$ cat src/rtl/core/fdtdh_pkg.sv
`timescale 1ns / 1ps
// ----------------------------------------------------------------------------
// fdtdh_pkg
// Shared constants, register codes and types of the H field update block.
// ----------------------------------------------------------------------------
package fdtdh_pkg;

   localparam int MAX_GRID    = 64;
   localparam int STRIDE      = MAX_GRID + 1;
   localparam int STORE_DEPTH = MAX_GRID * STRIDE;
   localparam int ADDR_W      = $clog2(STORE_DEPTH);
   localparam int LINE_W      = $clog2(STRIDE);

   localparam int POS_W       = 7;
   localparam int GRID_W      = 7;
   localparam int DATA_W      = 32;
   localparam int COEF_W      = 32;
   localparam int COEF_FRAC   = 24;
   localparam int DIFF_W      = DATA_W + 1;
   localparam int PROD_W      = DATA_W + COEF_W;
   localparam int QUOT_W      = PROD_W - COEF_FRAC;
   localparam int SUM_W       = QUOT_W + 2;

   localparam int CSR_ADDR_W  = 3;
   localparam int CSR_DATA_W  = 32;
   localparam int CSR_IDX_W   = 1;

   localparam logic [CSR_IDX_W-1:0] REG_GRID_SIZE   = 1'd0;
   localparam logic [CSR_IDX_W-1:0] REG_COEFFICIENT = 1'd1;

   localparam logic [GRID_W-1:0] GRID_MIN   = GRID_W'(2);
   localparam logic [GRID_W-1:0] GRID_MAX   = GRID_W'(MAX_GRID);
   localparam logic [GRID_W-1:0] GRID_RESET = GRID_W'(64);
   localparam logic [COEF_W-1:0] COEF_RESET = COEF_W'(22315);

   typedef struct packed {
      logic [GRID_W-1:0] grid_size;
      logic [COEF_W-1:0] coefficient;
   } cfg_type;

   typedef struct packed {
      logic              advance;
      logic              accept;
      logic              clearing;
      logic [ADDR_W-1:0] clear_addr;
   } pipe_ctl_type;

   typedef struct packed {
      logic             vld;
      logic [POS_W-1:0] row;
      logic [POS_W-1:0] col;
      logic             hy_en;
      logic             hx_en;
      logic             last;
   } stage_type;

endpackage

$ cat src/rtl/core/fdtdh_scan.sv
`timescale 1ns / 1ps
// ----------------------------------------------------------------------------
// fdtdh_scan
// Raster position tracking, Ez line buffer and previous-sample register.
// ----------------------------------------------------------------------------
module fdtdh_scan (
   input  logic                               clock,
   input  logic                               reset,
   input  fdtdh_pkg::pipe_ctl_type            ctl,
   input  logic [fdtdh_pkg::GRID_W-1:0]       grid_size,
   input  logic [fdtdh_pkg::DATA_W-1:0]       ez_value,
   input  logic                               frame_start,
   output logic [fdtdh_pkg::ADDR_W-1:0]       hy_addr,
   output logic [fdtdh_pkg::ADDR_W-1:0]       hx_addr,
   output fdtdh_pkg::stage_type               meta_s1,
   output logic [fdtdh_pkg::DATA_W-1:0]       ez_s1,
   output logic [fdtdh_pkg::DATA_W-1:0]       line_s1,
   output logic [fdtdh_pkg::DATA_W-1:0]       prev_s1
);

   logic [fdtdh_pkg::DATA_W-1:0] line_mem [fdtdh_pkg::STRIDE];

   logic [fdtdh_pkg::POS_W-1:0]  row_ff, col_ff, row_in, col_in;
   logic [fdtdh_pkg::DATA_W-1:0] prev_ez_ff;
   logic [fdtdh_pkg::DATA_W-1:0] ez_s1_ff, line_s1_ff, prev_s1_ff;
   fdtdh_pkg::stage_type         meta_s1_ff, meta_in;

   logic [fdtdh_pkg::GRID_W-1:0] n;
   logic [fdtdh_pkg::POS_W-1:0]  r_pick, c_pick, r, c;
   logic [fdtdh_pkg::ADDR_W-1:0] r_ext, c_ext;
   logic [fdtdh_pkg::LINE_W-1:0] line_idx;

   always_comb begin
      if (grid_size < fdtdh_pkg::GRID_MIN) begin
         n = fdtdh_pkg::GRID_MIN;
      end else if (grid_size > fdtdh_pkg::GRID_MAX) begin
         n = fdtdh_pkg::GRID_MAX;
      end else begin
         n = grid_size;
      end

      r_pick = frame_start ? '0 : row_ff;
      c_pick = frame_start ? '0 : col_ff;
      if (r_pick > n || c_pick > n) begin
         r = '0;
         c = '0;
      end else begin
         r = r_pick;
         c = c_pick;
      end

      r_ext    = fdtdh_pkg::ADDR_W'(r);
      c_ext    = fdtdh_pkg::ADDR_W'(c);
      hy_addr  = (r_ext - fdtdh_pkg::ADDR_W'(1)) * fdtdh_pkg::ADDR_W'(fdtdh_pkg::STRIDE)
               + c_ext;
      hx_addr  = r_ext * fdtdh_pkg::ADDR_W'(fdtdh_pkg::STRIDE) + c_ext
               - fdtdh_pkg::ADDR_W'(1);
      line_idx = c[fdtdh_pkg::LINE_W-1:0];

      meta_in.vld   = ctl.accept;
      meta_in.row   = r;
      meta_in.col   = c;
      meta_in.hy_en = ctl.accept && (r != '0) && (c != '0) && (c < n);
      meta_in.hx_en = ctl.accept && (r != '0) && (r < n) && (c != '0);
      meta_in.last  = (r == n) && (c == n);

      if (c >= n) begin
         col_in = '0;
         row_in = (r >= n) ? '0 : r + fdtdh_pkg::POS_W'(1);
      end else begin
         col_in = c + fdtdh_pkg::POS_W'(1);
         row_in = r;
      end
   end

   always_ff @(posedge clock) begin
      if (ctl.accept) begin
         line_mem[line_idx] <= ez_value;
      end
      if (ctl.advance) begin
         line_s1_ff <= line_mem[line_idx];
         ez_s1_ff   <= ez_value;
         prev_s1_ff <= prev_ez_ff;
      end
   end

   always_ff @(posedge clock) begin
      if (reset) begin
         row_ff     <= '0;
         col_ff     <= '0;
         prev_ez_ff <= '0;
         meta_s1_ff <= '0;
      end else begin
         if (ctl.accept) begin
            row_ff     <= row_in;
            col_ff     <= col_in;
            prev_ez_ff <= ez_value;
         end
         if (ctl.advance) begin
            meta_s1_ff <= meta_in;
         end
      end
   end

   assign meta_s1 = meta_s1_ff;
   assign ez_s1   = ez_s1_ff;
   assign line_s1 = line_s1_ff;
   assign prev_s1 = prev_s1_ff;

endmodule

$ cat config.mk
export PLATFORM = sky130hd
export DESIGN_NAME = fdtdh_scan
export DESIGN_NICKNAME = d
export VERILOG_FILES = /design/src/rtl/core/fdtdh_pkg.sv /design/src/rtl/core/fdtdh_scan.sv
export SDC_FILE = /design/constraint.sdc
export NUM_CORES = 2
export LEC_CHECK = 0
export CORE_MARGIN = 2
export CORE_UTILIZATION = 63
export CTS_BUF_LIST = sky130_fd_sc_hd__clkbuf_4 sky130_fd_sc_hd__clkbuf_8 sky130_fd_sc_hd__clkbuf_16
export CTS_CLUSTER_DIAMETER = 120
export DETAILED_ROUTE_END_ITERATION = 6
export DONT_BUFFER_PORTS = 1
export PLACE_DENSITY = 0.76
export SKIP_CTS_REPAIR_TIMING = 1
export SLEW_MARGIN = 25
export SYNTH_ARGS = -nofsm -noshare
export SYNTH_HDL_FRONTEND = slang
export SYNTH_SLANG_ARGS = --single-unit
$ cat constraint.sdc
create_clock -name clock -period 9.6 [get_ports clock]
set_input_delay 1.44 -clock clock [delete_from_list [all_inputs] [get_ports clock]]
set_output_delay 1.44 -clock clock [all_outputs]
set_load 0.02 [all_outputs]
; Yosys cells after proc, flatten, opt, wreduce, memory -nomap -nowiden
; Memories as Yosys holds them, arrays and structs flattened. A register that Yosys moved wholly into a read port is not among the register bits.
; Index checks and enable logic that the tools add are counted.
; Widths: inputs -> output; s select.
[classes]
shifts = 0
n_addsub = 6
mux = 11
n_reduce_logical = 9
multipliers = 2
n_eq_ne = 2
bitwise_logic = 0
n_div = 0
magnitude_cmp = 8
[ops]
columns = cell, n
row1 = $mux 7, 9
row2 = $add 13x7->13, 2
row3 = $add 7x1->7 const B, 2
row4 = $eq 7x7->1, 2
row5 = $ge 7x7->1, 2
row6 = $gt 7x7->1, 2
row7 = $lt 7x7->1, 2
row8 = $reduce_bool 7->1, 2
row9 = $mul 7x7->13 const B, 1
row10 = $mul 8x8->13 const B, 1
row11 = $sub 13x1->13 const B, 1
row12 = $sub 7x1->8 const B, 1
row13 = $gt 7x7->1 const B, 1
row14 = $lt 7x2->1 const B, 1
row15 = $logic_and 1x1->1, 6
row16 = $mux 1, 2
row17 = $logic_or 1x1->1, 1
[word_totals]
output_inout_bits = 140
ff_bits = 128
latchBits = 0
in_bits = 58
mem_bits_ro = 0
mem_bits_rw = 2080
mem_count = 1
word_cells = 50
[memory_table]
columns = name, words, word_bits, read_ports, rd_clocked_by_memory_dff, write_ports, line
row1 = line_mem, 65, 32, 1, 1, 1, fdtdh_scan.sv:21  ; logic [fdtdh_pkg::DATA_W-1:0] line_mem [fdtdh_pkg::STRIDE];

; Depth between registers and ports, before layout
[logic_depth]
depth_word = 10
mapped_depth = 32
mapped_depth_nobuf = 28

; Worst setup path before layout
; Ideal clock, no wire load.
[synth_path]
path_type = input to output
startpoint = input grid_size[4] in the netlist's numbering
endpoint = output hy_addr[12] in the netlist's numbering
arrival_time_ps = 7564
cell_stages = 31
slack_ps = 596
n_path_buf = 3
t_required_ps = 8160
cell_sequence = or4_1 -> nor2_1 -> o21ai_0 -> ha_1 -> nand3b_1 -> a21boi_4 -> o31a_4 -> nor2_1 -> buf_2 -> clkbuf_1 -> buf_2 -> nand2_1 -> ha_1 -> inv_1 -> o21ai_0 -> nand2_1 -> nand2_1 -> xnor2_1 -> ha_1 -> ha_1 -> ha_1 -> fa_1 -> ha_1 -> nand3_1 -> o211ai_1 -> o21ai_0 -> nand2b_1 -> a21oi_1 -> o21ai_0 -> xnor2_1 -> xnor2_1
[synth_via]
elab_chain_len = 9
word_cells_on_any_way = 12
classes_between = add/sub (2) / mul (1) / order compare (4) / mux (4) / reduce/logical (1)
[synth_lines]
columns = item, line
row1 = from (decl), fdtdh_scan.sv:10  ; input logic [fdtdh_pkg::GRID_W-1:0] grid_size,
row2 = $gt 7x7->1, fdtdh_scan.sv:36  ; end else if (grid_size > fdtdh_pkg::GRID_MAX) begin
row3 = $mux 7, fdtdh_scan.sv:36
row4 = $mux 7 *, fdtdh_scan.sv:34  ; if (grid_size < fdtdh_pkg::GRID_MIN) begin
row5 = $gt 7x7->1, fdtdh_scan.sv:44  ; if (r_pick > n || c_pick > n) begin
row6 = $logic_or 1x1->1 *, fdtdh_scan.sv:44
row7 = $mux 7, fdtdh_scan.sv:44
row8 = $sub 7x1->8, fdtdh_scan.sv:54  ; hy_addr = (r_ext - fdtdh_pkg::ADDR_W'(1)) * fdtdh_pkg::ADDR_W'(fdtdh_pkg::STRIDE)
row9 = $mul 8x8->13, fdtdh_scan.sv:54
row10 = $add 13x7->13 *, fdtdh_scan.sv:55  ; + c_ext;
row11 = to (decl), fdtdh_scan.sv:13  ; output logic [fdtdh_pkg::ADDR_W-1:0] hy_addr,
; Mark *: on every way between the ends. The rest lies on a longest branch, timed or not.

; Worst setup path after layout
; Same ends and word-level chain as after synthesis.

==> results_dict.tcl <==
set metrics [dict create \
    synth.top_cell.area_share_pct 77.9 \
    postSynth.asyncResetShare_pct 0 \
    dr.first_iter.drc_count 8520 \
    finalPower_mw 19.4 \
    number_of_antenna_violations_at_the_first_check_in_global_routing 11 \
    timing.final.ws_setup_ps 581 \
    mostFrequentLayoutCell "sky130_fd_sc_hd__edfxtp_1" \
    rsz0062_at_grt "false" \
    timing.setup.critical_path_class "in -> out" \
    timing.fmax_ghz 0.111 \
    grt_first_pass_wirelength_microns 337000 \
    critPathMaxStageDelay_ps 510 \
    final_util_pct 70.7 \
    io_buffers 0 \
    synthesis.area_sq_mm 0.0839 \
    setup_violations 0 \
    ys_seq_elements 2240 \
    chipHeight_microns 369 \
    timing.max_slew.rel_slack_pct 22.9 \
    setup_total_negative_slack_ps 0 \
    post_synth_edffs 2176 \
    synth_top_family_by_area "compound AO/OA/AOI/OAI gates" \
    cts.root.buffer_cell "sky130_fd_sc_hd__clkbuf_16" \
    final.hold.worst_slack_ps 429 \
    floorplan.rows 133 \
    crit_path_frequent_cell "sky130_fd_sc_hd__ha_1" \
    worstHoldPathType "reg -> reg" \
    clock_sink_count 2240 \
    final_layout_size_suffix_gt1_share_pct 11.5 \
    placed_area_sq_mm 0.0865 \
    route.final.wire_length_microns 236000 \
    fin_skew_ps 26.5 \
    maxCapViolations 0 \
    crit_path_start_kind "input port" \
    route.detailed.wl_per_inst_microns 34.9 \
    synthFlopType "sky130_fd_sc_hd__edfxtp_1" \
    first_global_vias 47322 \
    clkTransAtPathRegs_ps 60 \
    ant_nets 0 \
    synth.net_count 4987 \
    synth-seq-area-share_pct 79.4 \
    fp.dieW_microns 369 \
    finalNetCount 5032 \
    synth.area.mux_share_pct 0.479 \
    floorplan.io_pins 198 \
    worst_pin_slew_ps 1150 \
    final_cell_mix "sky130_fd_sc_hd__edfxtp_1, sky130_fd_sc_hd__a22oi_1, sky130_fd_sc_hd__a222oi_1" \
    synth_compound_area_share_pct 12.1 \
    cellPowerDensity_mw_per_mm2 208 \
    synth_cell_type_count 82 \
    grt_max_degree 139 \
    synth_area_leaders "sky130_fd_sc_hd__edfxtp_1, sky130_fd_sc_hd__a22oi_1, sky130_fd_sc_hd__a222oi_1" \
    failed_checks "design-rule violations" \
    dp_cells 6388 \
    h-tree-depth 4 \
    via_count 49660 \
    via_per_inst 7.35 \
    clock_tree_from_tritoncts "yes" \
    cp_slowest_cell "sky130_fd_sc_hd__or4_1" \
    crit_arrival_ps 7580 \
    synthesis.area_per_instance_sq_um 17.5 \
    leakage_nw 29.4 \
    post-dp-hpwl_microns 126000 \
    worst_skew_pair.late_latency_ps 870 \
    pre_cts_slack_ps 208 \
    layout.area.seq_sq_mm 0.0666 \
    synth.largest_area_cell "sky130_fd_sc_hd__edfxtp_1" \
    synth_simple_gate_area_share_pct 3.63 \
    hold_viol 0 \
    highest_net_fanout_along_the_worst_path 14 \
    vdd.ir_drop.worst_uv 151 \
    area_of_the_core_sq_mm 0.132 \
    cts_buffers 206 \
    drt_first_pass_iters 7 \
    detail_route.drc_violations 7 \
    period_minus_slack_ps 9020 \
    multi_input_comb_area_sq_mm 0.0162 \
    final_design_area_no_fill_sq_mm 0.0931 \
    grt_util_all_layers_pct 34.5 \
    synth_adder_area_share_pct 2.07 \
    areaGrowthSynthToFinish_pct 11.0 \
    grt.overflow.total 0 \
    yosysWarningCount 0 \
    count_of_placed_standard_cells_in_the_final_layout_fillers_left_out 6760 \
    post_synth_inst_count 4796 \
    critPathRequiredTime_ps 8160 \
    die_area_sq_mm 0.136 \
    gpl.final_weighted_congestion 0.887 \
    fillers 7802 \
    cts_max_path_buffers 3 \
    start_util_pct 63.6 \
    crit_path_end_kind "output pin" \
    finalCritPeriodShare_pct 93.9 \
    number_of_pins_exceeding_their_max_slew_limit_in_the_final_report 0 \
    synthXorXnorAreaFrac_pct 0.282 \
    status "finished with violations" \
]
synthesized netlist by cell type (all sizes together), types with 4 or more instances:
master,n
nand3,121
a22oi,436
nor3,22
a211o,4
nor4,7
nand2,180
xor2,6
buf,209
mux2i,39
a31oi,115
o211ai,19
xnor2,21
o21ai,48
o22a,5
clkbuf,99
nand4,27
a221o,8
ha,123
nand3b,5
a21oi,230
a222oi,231
nor2,161
a211oi,18
a32oi,6
fa,10
a21o,8
o21a,5
dfxtp,64
a31o,4
o22ai,24
or3,19
inv,62
a22o,80
a221oi,73
and3,15
o221ai,4
nor2b,16
and2,14
nand2b,20
edfxtp,2176
or4,13
kinds of logic after synthesis:
kind of cell	Yosys count
AND/OR/NAND/NOR	633
buffers and inverters	370
flip-flops	2240
AO/OA/AOI/OAI	1353
multiplexers	40
adder cells (fa/ha/maj)	133
XOR/XNOR	27
power breakdown:
group	leakage (nW)	internal, mW	total (mW)	switching, mW
Clock	3.30	4.53	8.07	3.54
Combinational	5.86	0.139	0.438	0.298
Sequential	20.2	10.8	10.8	0.0650
flip-flops by register name, indices dropped and copies added, names as in the netlist:
register    flops
col_ff          7
prev_ez_ff     32
line_s1        32
line_mem     2080
meta_s1        18
row_ff          7
prev_s1        32
ez_s1          32
cell type report:
cell class,instances,share of cell area [%]
diodes,3,0.00806
clock buffers,254,5.93
clock inverters,115,1.23
inverters,62,0.250
multi-input cells,2186,17.4
flip-flops and latches,2240,71.5
well taps,1755,2.36
repair buffers,145,1.30
worst max-delay path, delay by kind of cell:
kind,cells,cell delay [ps]
AO/OA/AOI/OAI,8,1470
XOR/XNOR,3,510
adder cells (fa/ha/maj),7,2240
buffers and inverters,2,420
AND/OR/NAND/NOR,9,1460
per-layer routing:
layer,global-route usage (%),vias up,share of wire [%]
li1,-,20011,-
met1,47.1,24603,34
met2,52.2,4375,45
met3,10.4,661,16
met4,14.9,10,4.8
met5,0,-,0.033
worst paths after layout:
check | from | to | slack, ps | depth (start not counted)
worst max register to register | col_ff[2] | line_mem[13][3] | 3760 | 12
worst min-delay path | prev_ez_ff[29] | prev_s1[29] | 430 | 0
worst min register to register | prev_ez_ff[29] | prev_s1[29] | 430 | 0
worst max-delay path | grid_size[4] | hy_addr[12] | 580 | 29
(Power assumes the default switching activity.)
