**config.mk**
```make
export PLATFORM = sky130hd
export DESIGN_NAME = fdtdh_csr
export DESIGN_NICKNAME = d
export VERILOG_FILES = /design/src/rtl/core/fdtdh_pkg.sv /design/src/rtl/core/fdtdh_csr.sv
export SDC_FILE = /design/constraint.sdc
export NUM_CORES = 1
export LEC_CHECK = 0
export ABC_AREA = 1
export BUFFER_PORTS_ARGS = -buffer_cell sky130_fd_sc_hd__buf_4
export CAP_MARGIN = 20
export CELL_PAD_IN_SITES_DETAIL_PLACEMENT = 1
export CELL_PAD_IN_SITES_GLOBAL_PLACEMENT = 1
export CORE_MARGIN = 1
export CORE_UTILIZATION = 27
export DETAILED_ROUTE_END_ITERATION = 7
export PLACE_DENSITY_LB_ADDON = 0.3
export SYNTH_ARGS = -nofsm -noshare
export SYNTH_HDL_FRONTEND = slang
export SYNTH_SLANG_ARGS = --single-unit
```
**constraint.sdc**
```tcl
create_clock -name clock -period 1 [get_ports clock]
set_clock_uncertainty 0.05 [all_clocks]
set_input_delay 0.1 -clock clock [delete_from_list [all_inputs] [get_ports clock]]
set_output_delay 0.1 -clock clock [all_outputs]
set_load 0.005 [all_outputs]
```
**src/rtl/core/fdtdh_pkg.sv**
```systemverilog
`timescale 1ns / 1ps
// ----------------------------------------------------------------------------
// fdtdh_pkg
// Shared constants, register codes and types of the H field update block.
// ----------------------------------------------------------------------------
package fdtdh_pkg;

   localparam int MAX_GRID    = 64;
   localparam int STRIDE      = MAX_GRID + 1;
   localparam int STORE_DEPTH = MAX_GRID * STRIDE;
   localparam int ADDR_W      = $clog2(STORE_DEPTH);
   localparam int LINE_W      = $clog2(STRIDE);

   localparam int POS_W       = 7;
   localparam int GRID_W      = 7;
   localparam int DATA_W      = 32;
   localparam int COEF_W      = 32;
   localparam int COEF_FRAC   = 24;
   localparam int DIFF_W      = DATA_W + 1;
   localparam int PROD_W      = DATA_W + COEF_W;
   localparam int QUOT_W      = PROD_W - COEF_FRAC;
   localparam int SUM_W       = QUOT_W + 2;

   localparam int CSR_ADDR_W  = 3;
   localparam int CSR_DATA_W  = 32;
   localparam int CSR_IDX_W   = 1;

   localparam logic [CSR_IDX_W-1:0] REG_GRID_SIZE   = 1'd0;
   localparam logic [CSR_IDX_W-1:0] REG_COEFFICIENT = 1'd1;

   localparam logic [GRID_W-1:0] GRID_MIN   = GRID_W'(2);
   localparam logic [GRID_W-1:0] GRID_MAX   = GRID_W'(MAX_GRID);
   localparam logic [GRID_W-1:0] GRID_RESET = GRID_W'(64);
   localparam logic [COEF_W-1:0] COEF_RESET = COEF_W'(22315);

   typedef struct packed {
      logic [GRID_W-1:0] grid_size;
      logic [COEF_W-1:0] coefficient;
   } cfg_type;

   typedef struct packed {
      logic              advance;
      logic              accept;
      logic              clearing;
      logic [ADDR_W-1:0] clear_addr;
   } pipe_ctl_type;

   typedef struct packed {
      logic             vld;
      logic [POS_W-1:0] row;
      logic [POS_W-1:0] col;
      logic             hy_en;
      logic             hx_en;
      logic             last;
   } stage_type;

endpackage

```
**src/rtl/core/fdtdh_csr.sv**
```systemverilog
`timescale 1ns / 1ps
// ----------------------------------------------------------------------------
// fdtdh_csr
// Configuration registers: grid size and update coefficient, APB access.
// ----------------------------------------------------------------------------
module fdtdh_csr (
   input  logic                                clock,
   input  logic                                reset,
   input  logic                                psel,
   input  logic                                penable,
   input  logic                                pwrite,
   input  logic [fdtdh_pkg::CSR_ADDR_W-1:0]    paddr,
   input  logic [fdtdh_pkg::CSR_DATA_W-1:0]    pwdata,
   output logic [fdtdh_pkg::CSR_DATA_W-1:0]    prdata,
   output logic                                pready,
   output fdtdh_pkg::cfg_type                  cfg
);

   fdtdh_pkg::cfg_type               cfg_ff;
   logic [fdtdh_pkg::CSR_IDX_W-1:0]  reg_idx;
   logic                             wr_en;

   assign reg_idx = paddr[2 +: fdtdh_pkg::CSR_IDX_W];
   assign pready  = 1'b1;
   assign wr_en   = psel && penable && pwrite && pready;

   always_ff @(posedge clock) begin
      if (reset) begin
         cfg_ff.grid_size   <= fdtdh_pkg::GRID_RESET;
         cfg_ff.coefficient <= fdtdh_pkg::COEF_RESET;
      end else if (wr_en) begin
         case (reg_idx)
            fdtdh_pkg::REG_GRID_SIZE: begin
               cfg_ff.grid_size <= pwdata[fdtdh_pkg::GRID_W-1:0];
            end
            fdtdh_pkg::REG_COEFFICIENT: begin
               cfg_ff.coefficient <= pwdata[fdtdh_pkg::COEF_W-1:0];
            end
            default: begin
            end
         endcase
      end
   end

   always_comb begin
      case (reg_idx)
         fdtdh_pkg::REG_GRID_SIZE: begin
            prdata = fdtdh_pkg::CSR_DATA_W'(cfg_ff.grid_size);
         end
         fdtdh_pkg::REG_COEFFICIENT: begin
            prdata = fdtdh_pkg::CSR_DATA_W'(cfg_ff.coefficient);
         end
         default: begin
            prdata = '0;
         end
      endcase
   end

   assign cfg = cfg_ff;

endmodule

```
Word-level counts from Yosys, hierarchy flattened:

Cells that the tools add are included.

* bits in registers: 39
* output and inout bits: 72

* mux-type cells: 1
* bitwise logic cells: 1
* reduce and logical (&&, ||, !) cells: 4

Operators by type and width (count)
* case mux 32 bit (2 select lines): 1
* AND reduction 2 bit: 2
* logical AND 1 bit: 2
* inverter 1 bit: 1

Longest topological paths before layout:

Gate-level depths: netlist of the first run.

* depth after elaboration: 3
* depth in mapped cells: 6

Worst setup path before layout of the first run:

Ideal clock, no wire load.

* path type: input to register
* start point: input psel
* end point: register cfg_ff, in the netlist cfg[0]
* setup time: 0.122 ns
* data arrival time: 0.674 ns
* setup slack: 0.154 ns
* stages on the path: 6
* buffers on the path: 1
* cell sequence: nand2_1 > nor2_1 > buf_2 > nand2_2 > nand2_1 > nand3_1

* longest elaborated chain between the ends: 3

RTL lines
* from (decl): line fdtdh_csr.sv:9 `input logic psel,`
* logical AND 1 bit (2 in a row): line fdtdh_csr.sv:25 `assign wr_en = psel && penable && pwrite && pready;`
* AND reduction 2 bit (no source line)
* to (decl): line fdtdh_csr.sv:19 `fdtdh_pkg::cfg_type cfg_ff;`

No other way between the ends.
A chain may end at the register's enable or synchronous reset.

Final worst setup path of the first run:

* start point: register cfg_ff, in the netlist cfg[34]
* end point: output prdata[2] (netlist name)

* longest elaborated chain between the ends: 1

RTL lines
* case mux 32 bit (2 select lines): line fdtdh_csr.sv:46 `case (reg_idx)`
* to (decl): line fdtdh_csr.sv:14 `output logic [fdtdh_pkg::CSR_DATA_W-1:0] prdata,`

No other way between the ends.

==> results of run 1 <==
## cell families after synthesis
logic type	Yosys count	share of synthesized area, %
other cells	1	0.199
simple gates	197	42.2
buf+inv	73	15.9
compound gates	1	0.265
flops	39	41.4
## worst max path at each step
stage                      endpoint  startpoint  slack (ps)
after floorplan              cfg[0]        psel         150
after global placement      cfg[29]      pwrite          30
after detailed placement     cfg[3]        psel         -20
after CTS                 prdata[4]     cfg[36]         -20
after global routing      prdata[3]      cfg[3]         -50
final                     prdata[2]     cfg[34]          -3
## power by group
group	internal (µW)	switching, µW	leakage, µW
clock network	808	558	0.0000612
logic	357	291	0.00142
registers	1620	44.1	0.000326
## stage by stage
stage,hold WS (ps),power [µW],cells
2_1_floorplan,176,1940,311
3_3_place_gp,263,2280,493
3_5_place_dp,269,2300,493
4_1_cts,78.8,3730,511
5_1_grt,83.8,3840,511
6_report,81.6,3680,511
## repair_timing
action / CTS / global route
endpoints found under the hold margin: 10 / 0
pin swaps: 5 / 3
resized for setup: 40 / 15
hold buffers: 10 / 0
endpoints found under the setup margin: 27 / 31
cloned: 0 / 0
## synthesized netlist by cell type
cell type,number
buf_1,2
inv_2,1
inv_1,54
clkbuf_1,3
conb_1,1
nand2_1,95
nand3_1,40
o21ai_0,1
nand2_2,1
buf_4,4
nor2_1,60
nor2_2,1
dfxtp_1,39
buf_2,9
## routing by layer
metal  vias to the layer above  routed length (µm)
met4                         0                  31
met5                         -                   0
met3                         2                 367
met1                      1030                2580
li1                       1138                   -
met2                        64                3050
## worst reg2reg max path, cell delays in order, from the launching register on
cell     delay, ps
dfxtp_2        340
nor2_1         110
nor2_1          60
## area by class of cell
cell class,instances,area [µm²],area share [%]
Sequential cell,39,830,26.5
Tap cell,80,100,3.19
Inverter,55,206,6.59
Clock inverter,2,35.0,1.12
Timing Repair Buffer,130,1060,33.7
Clock buffer,6,82.6,2.63
Multi-Input combinational cell,199,823,26.3
==> flow_metrics.env, run 1 <==
export IMPL_hold_class="primary input to flip-flop"
export IMPL_dieArea_um2=7320
export IMPL_synth_cell_types=14
export IMPL_fin_crit_sh_pct=100
export IMPL_synthToLayoutAreaGrowth_pct=66.3
export IMPL_hpwlAfterDp_mm=4.34
export IMPL_hold_end="cfg[31]"
export IMPL_first_pass_iters=4
export IMPL_met1_usage_pct=18.2
export IMPL_n_antenna_cell=0
export IMPL_grt_pass1_vias=2115
export IMPL_yosys_warnings=0
export IMPL_cp_depth=3
export IMPL_synth_top_cell_by_area="dfxtp_1"
export IMPL_finalSetupTns_ps=-6.19
export IMPL_synth_fp_nets=351
export IMPL_wl_per_cell_um=11.8
export IMPL_drt_vias_per_instance=4.37
export IMPL_path_cells="nand2_1, nand2_1, buf_4"
export IMPL_slew_violations=0
export IMPL_critical_path_class="flip-flop to output pin"
export IMPL_critPathRequiredTime_ps=850
export IMPL_reg2regPathDepth=2
export IMPL_start_util_pct=27.9
export IMPL_r2r_end="cfg[37]"
export IMPL_n_fill_cell=902
export IMPL_drv_cap=0
export IMPL_synth_top_area_share_pct=41.4
export IMPL_drcViolationCount=0
export IMPL_grtUsageTotal_pct=15.9
export IMPL_path_delay_family="flip-flops"
export IMPL_fmax_mhz=997
export IMPL_largest_reg_flops=39
export IMPL_crit_buf_inv=1
export IMPL_antenna_left=0
export IMPL_final_cell_mix="buf_4, nand2_1, nor2_1"
export IMPL_min_from="pwdata[31]"
export IMPL_synthTopCellsByArea="dfxtp_1, nand2_1, nor2_1"
export IMPL_crit_top_cell="nand2_1"
export IMPL_vdd_drop_max_uv=724
export IMPL_end_kind="output pin"
export IMPL_fin_ws_ps=-2.59
export IMPL_ios=112
export IMPL_synth_area_um2=1880
export IMPL_die_h_um=85.5
export IMPL_ys_seq_area_share_pct=41.4
export IMPL_drive_gt1_share_pct=42.2
export IMPL_r2r_start="cfg[37]"
export IMPL_path_clk_slew_ps=80
export IMPL_place_area_um2=2830
export IMPL_final_min_clock_period_ps=1000
export IMPL_hold_depth=5
export IMPL_path_max_fanout=3
export IMPL_post_route_util_pct=46.4
export IMPL_start_kind="flip-flop"
export IMPL_grt_max_degree=40
export IMPL_r2r_setup_slack_ps=330
export IMPL_top_usage_layer="met2"
export IMPL_netlist_instances=311
export IMPL_cts_sinks=39
export IMPL_tritoncts="done"
export IMPL_coreArea_um2=6760
export IMPL_routed_wl_mm=6.02
export IMPL_rsz0062_at_grt="yes"
export IMPL_use_met3_pct=4.33
export IMPL_crit_arrival_ps=850
export IMPL_cp_slowest_cell="dfxtp_2"
export IMPL_clock_latency_ps=280
export IMPL_leakagePower_uw=0.00181
export IMPL_nets=470
export IMPL_violations="setup timing"
export IMPL_avgSynthCellArea_um2=6.06
export IMPL_antenna_found_initial=0
export IMPL_clk_path_buf_depth=2
export IMPL_root_buffer="clkbuf_8"
export IMPL_setup_violations=5
export IMPL_cts_buffers=5
export IMPL_vias=2234
export IMPL_ys_ff_latch=39
export IMPL_grt_first_pass_wirelength_mm=9.40
export IMPL_gp_congestion=0.662
export IMPL_p_per_area_nw_per_um2=1170
export IMPL_grt_overflow=0
export IMPL_dr_first_iter_drc_count=52
export IMPL_hold_violations=0
export IMPL_design_area_um2=3130
export IMPL_post_cts_buffers=0
export IMPL_status="finished, violations left"
export IMPL_place_ws_ps=-20.1
export IMPL_fp_dieW_um=85.5
export IMPL_io_buffer_count=108
export IMPL_final_common_cell="buf_4"
export IMPL_cts_max_level=2
export IMPL_fp_row_count=30
export IMPL_met2_usage_pct=29.5
export IMPL_max_stage_delay_ps=340
Note: power is estimated with default switching activity, not from simulation.
==> run 2, diff against run 1 <==
--- a/config.mk
+++ b/config.mk
@@ -11,9 +11,12 @@
 export CELL_PAD_IN_SITES_DETAIL_PLACEMENT = 1
 export CELL_PAD_IN_SITES_GLOBAL_PLACEMENT = 1
 export CORE_MARGIN = 1
-export CORE_UTILIZATION = 27
+export CORE_UTILIZATION = 28
+export CTS_BUF_LIST = sky130_fd_sc_hd__clkbuf_8
 export DETAILED_ROUTE_END_ITERATION = 7
 export PLACE_DENSITY_LB_ADDON = 0.3
+export SKIP_CTS_REPAIR_TIMING = 1
 export SYNTH_ARGS = -nofsm -noshare
 export SYNTH_HDL_FRONTEND = slang
 export SYNTH_SLANG_ARGS = --single-unit
+export TNS_END_PERCENT = 1
==> flow_metrics.env, run 2 (same netlist as run 1, synthesis figures left out) <==
export IMPL_status="finished, violations left"
export IMPL_violations="DRC, setup timing"
export IMPL_hold_class="primary input to flip-flop"
export IMPL_cts_buffers=5
export IMPL_path_max_fanout=3
export IMPL_grtUsageTotal_pct=17.5
export IMPL_grt_overflow=0
export IMPL_path_clk_slew_ps=80
export IMPL_coreArea_um2=6420
export IMPL_nets=467
export IMPL_slew_violations=0
export IMPL_io_buffer_count=108
export IMPL_start_kind="flip-flop"
export IMPL_grt_max_degree=40
export IMPL_wl_per_cell_um=12.2
export IMPL_final_common_cell="buf_4"
export IMPL_start_util_pct=29.3
export IMPL_vias=2229
export IMPL_final_cell_mix="buf_4, nand2_1, nor2_1"
export IMPL_drcViolationCount=9
export IMPL_tritoncts="done"
export IMPL_hpwlAfterDp_mm=4.35
export IMPL_antenna_left=0
export IMPL_fmax_mhz=972
export IMPL_vdd_drop_max_uv=766
export IMPL_switching_share_pct=25.6
export IMPL_ios=112
export IMPL_p_int_uw=2510
export IMPL_routed_wl_mm=6.17
export IMPL_use_met3_pct=2.77
export IMPL_fin_crit_sh_pct=103
export IMPL_clk_path_buf_depth=2
export IMPL_hold_violations=0
export IMPL_met2_usage_pct=32.8
export IMPL_end_kind="output pin"
export IMPL_antenna_found_initial=0
export IMPL_leakagePower_uw=0.00178
export IMPL_drt_vias_per_instance=4.42
export IMPL_p_switching_uw=863
export IMPL_grt_pass1_vias=2183
export IMPL_cts_max_level=2
export IMPL_final_cells=504
export IMPL_fp_dieW_um=84.0
export IMPL_final_min_clock_period_ps=1030
export IMPL_setup_violations=5
export IMPL_crit_arrival_ps=880
export IMPL_rsz0062_at_grt="yes"
export IMPL_n_antenna_cell=0
export IMPL_critPathRequiredTime_ps=850
export IMPL_comb_power_share_pct=19.2
export IMPL_synthToLayoutAreaGrowth_pct=64.2
export IMPL_met1_usage_pct=20.6
export IMPL_fp_row_count=29
export IMPL_p_per_area_nw_per_um2=1090
export IMPL_n_fill_cell=856
export IMPL_finalSetupTns_ps=-77.0
export IMPL_die_h_um=84.0
export IMPL_first_pass_iters=6
export IMPL_power_frac_seq_pct=49.3
export IMPL_root_buffer="clkbuf_8"
export IMPL_gp_congestion=0.698
export IMPL_drive_gt1_share_pct=43.3
export IMPL_largest_reg_flops=39
export IMPL_placed_cells=488
export IMPL_critical_path_class="flip-flop to output pin"
export IMPL_drv_cap=0
export IMPL_fin_ws_ps=-29.3
export IMPL_clock_latency_ps=280
export IMPL_grt_first_pass_wirelength_mm=10.1
export IMPL_power_frac_clock_pct=31.5
export IMPL_top_usage_layer="met2"
export IMPL_dr_first_iter_drc_count=66
export IMPL_dieArea_um2=7060
export IMPL_cts_sinks=39
## run 2: changes by cell type in the layout (fill, tap and decap cells not counted)
cell           before  now
buf_4             112  110
inv_1              50   49
bufinv_16           1    0
buf_12              3    4
nand2_1            88   85
inv_2               5    6
buf_6               5    6
dlygate4sd3_1      10    7
nand2_2             8   11
## run 2: cell type report
class	count	area (µm²)	area share, %
clock buffer	6	82.6	2.67
clock inverter	1	5.00	0.162
inverter	55	206	6.67
multi-input combinational	199	831	26.8
sequential	39	830	26.8
tap	77	96.3	3.11
timing repair buffer	127	1040	33.7
## run 2: critical path: stages (launching register included)
cell and delay, ps:
dfxtp_2 350, nand2_1 70, inv_1 80, buf_4 110
## run 2: per-stage QoR
step	hold slack (ps)	util, %	power, µW	instance area (µm²)	setup WS [ps]
2_1_floorplan	176	-	1940	1880	154
3_3_place_gp	261	44.0	2280	2830	-3.16
3_5_place_dp	270	44.0	2310	2830	-77.9
4_1_cts	-26.2	45.4	3390	2910	-57.6
5_1_grt	7.93	48.2	3590	3090	-62.1
6_report	2.02	48.2	3380	3090	-29.3
## run 2: worst paths after layout
check	from	endpoint	slack, ps	cells after the start
max	cfg[12]	prdata[12]	-30	3
min	pwdata[3]	cfg[3]	2	3
max reg2reg	cfg[24]	cfg[24]	340	2
min reg2reg	cfg[14]	cfg[14]	420	2
## run 2: power by group through the flow
stage | sequential, µW | clock [µW] | combinational (µW)
after floorplan | 1680 | 0 | 254
after global placement | 1680 | 0 | 599
after detailed placement | 1690 | 0 | 618
after CTS | 1650 | 1110 | 620
after global routing | 1670 | 1190 | 723
final | 1660 | 1060 | 649
## run 2: layer usage
metal	routed length (µm)	up-vias	share of wire, %
met1	2600	1023	42
met2	3220	68	52
met5	0	-	0
li1	-	1130	-
met4	97	0	1.6
met3	249	8	4.0
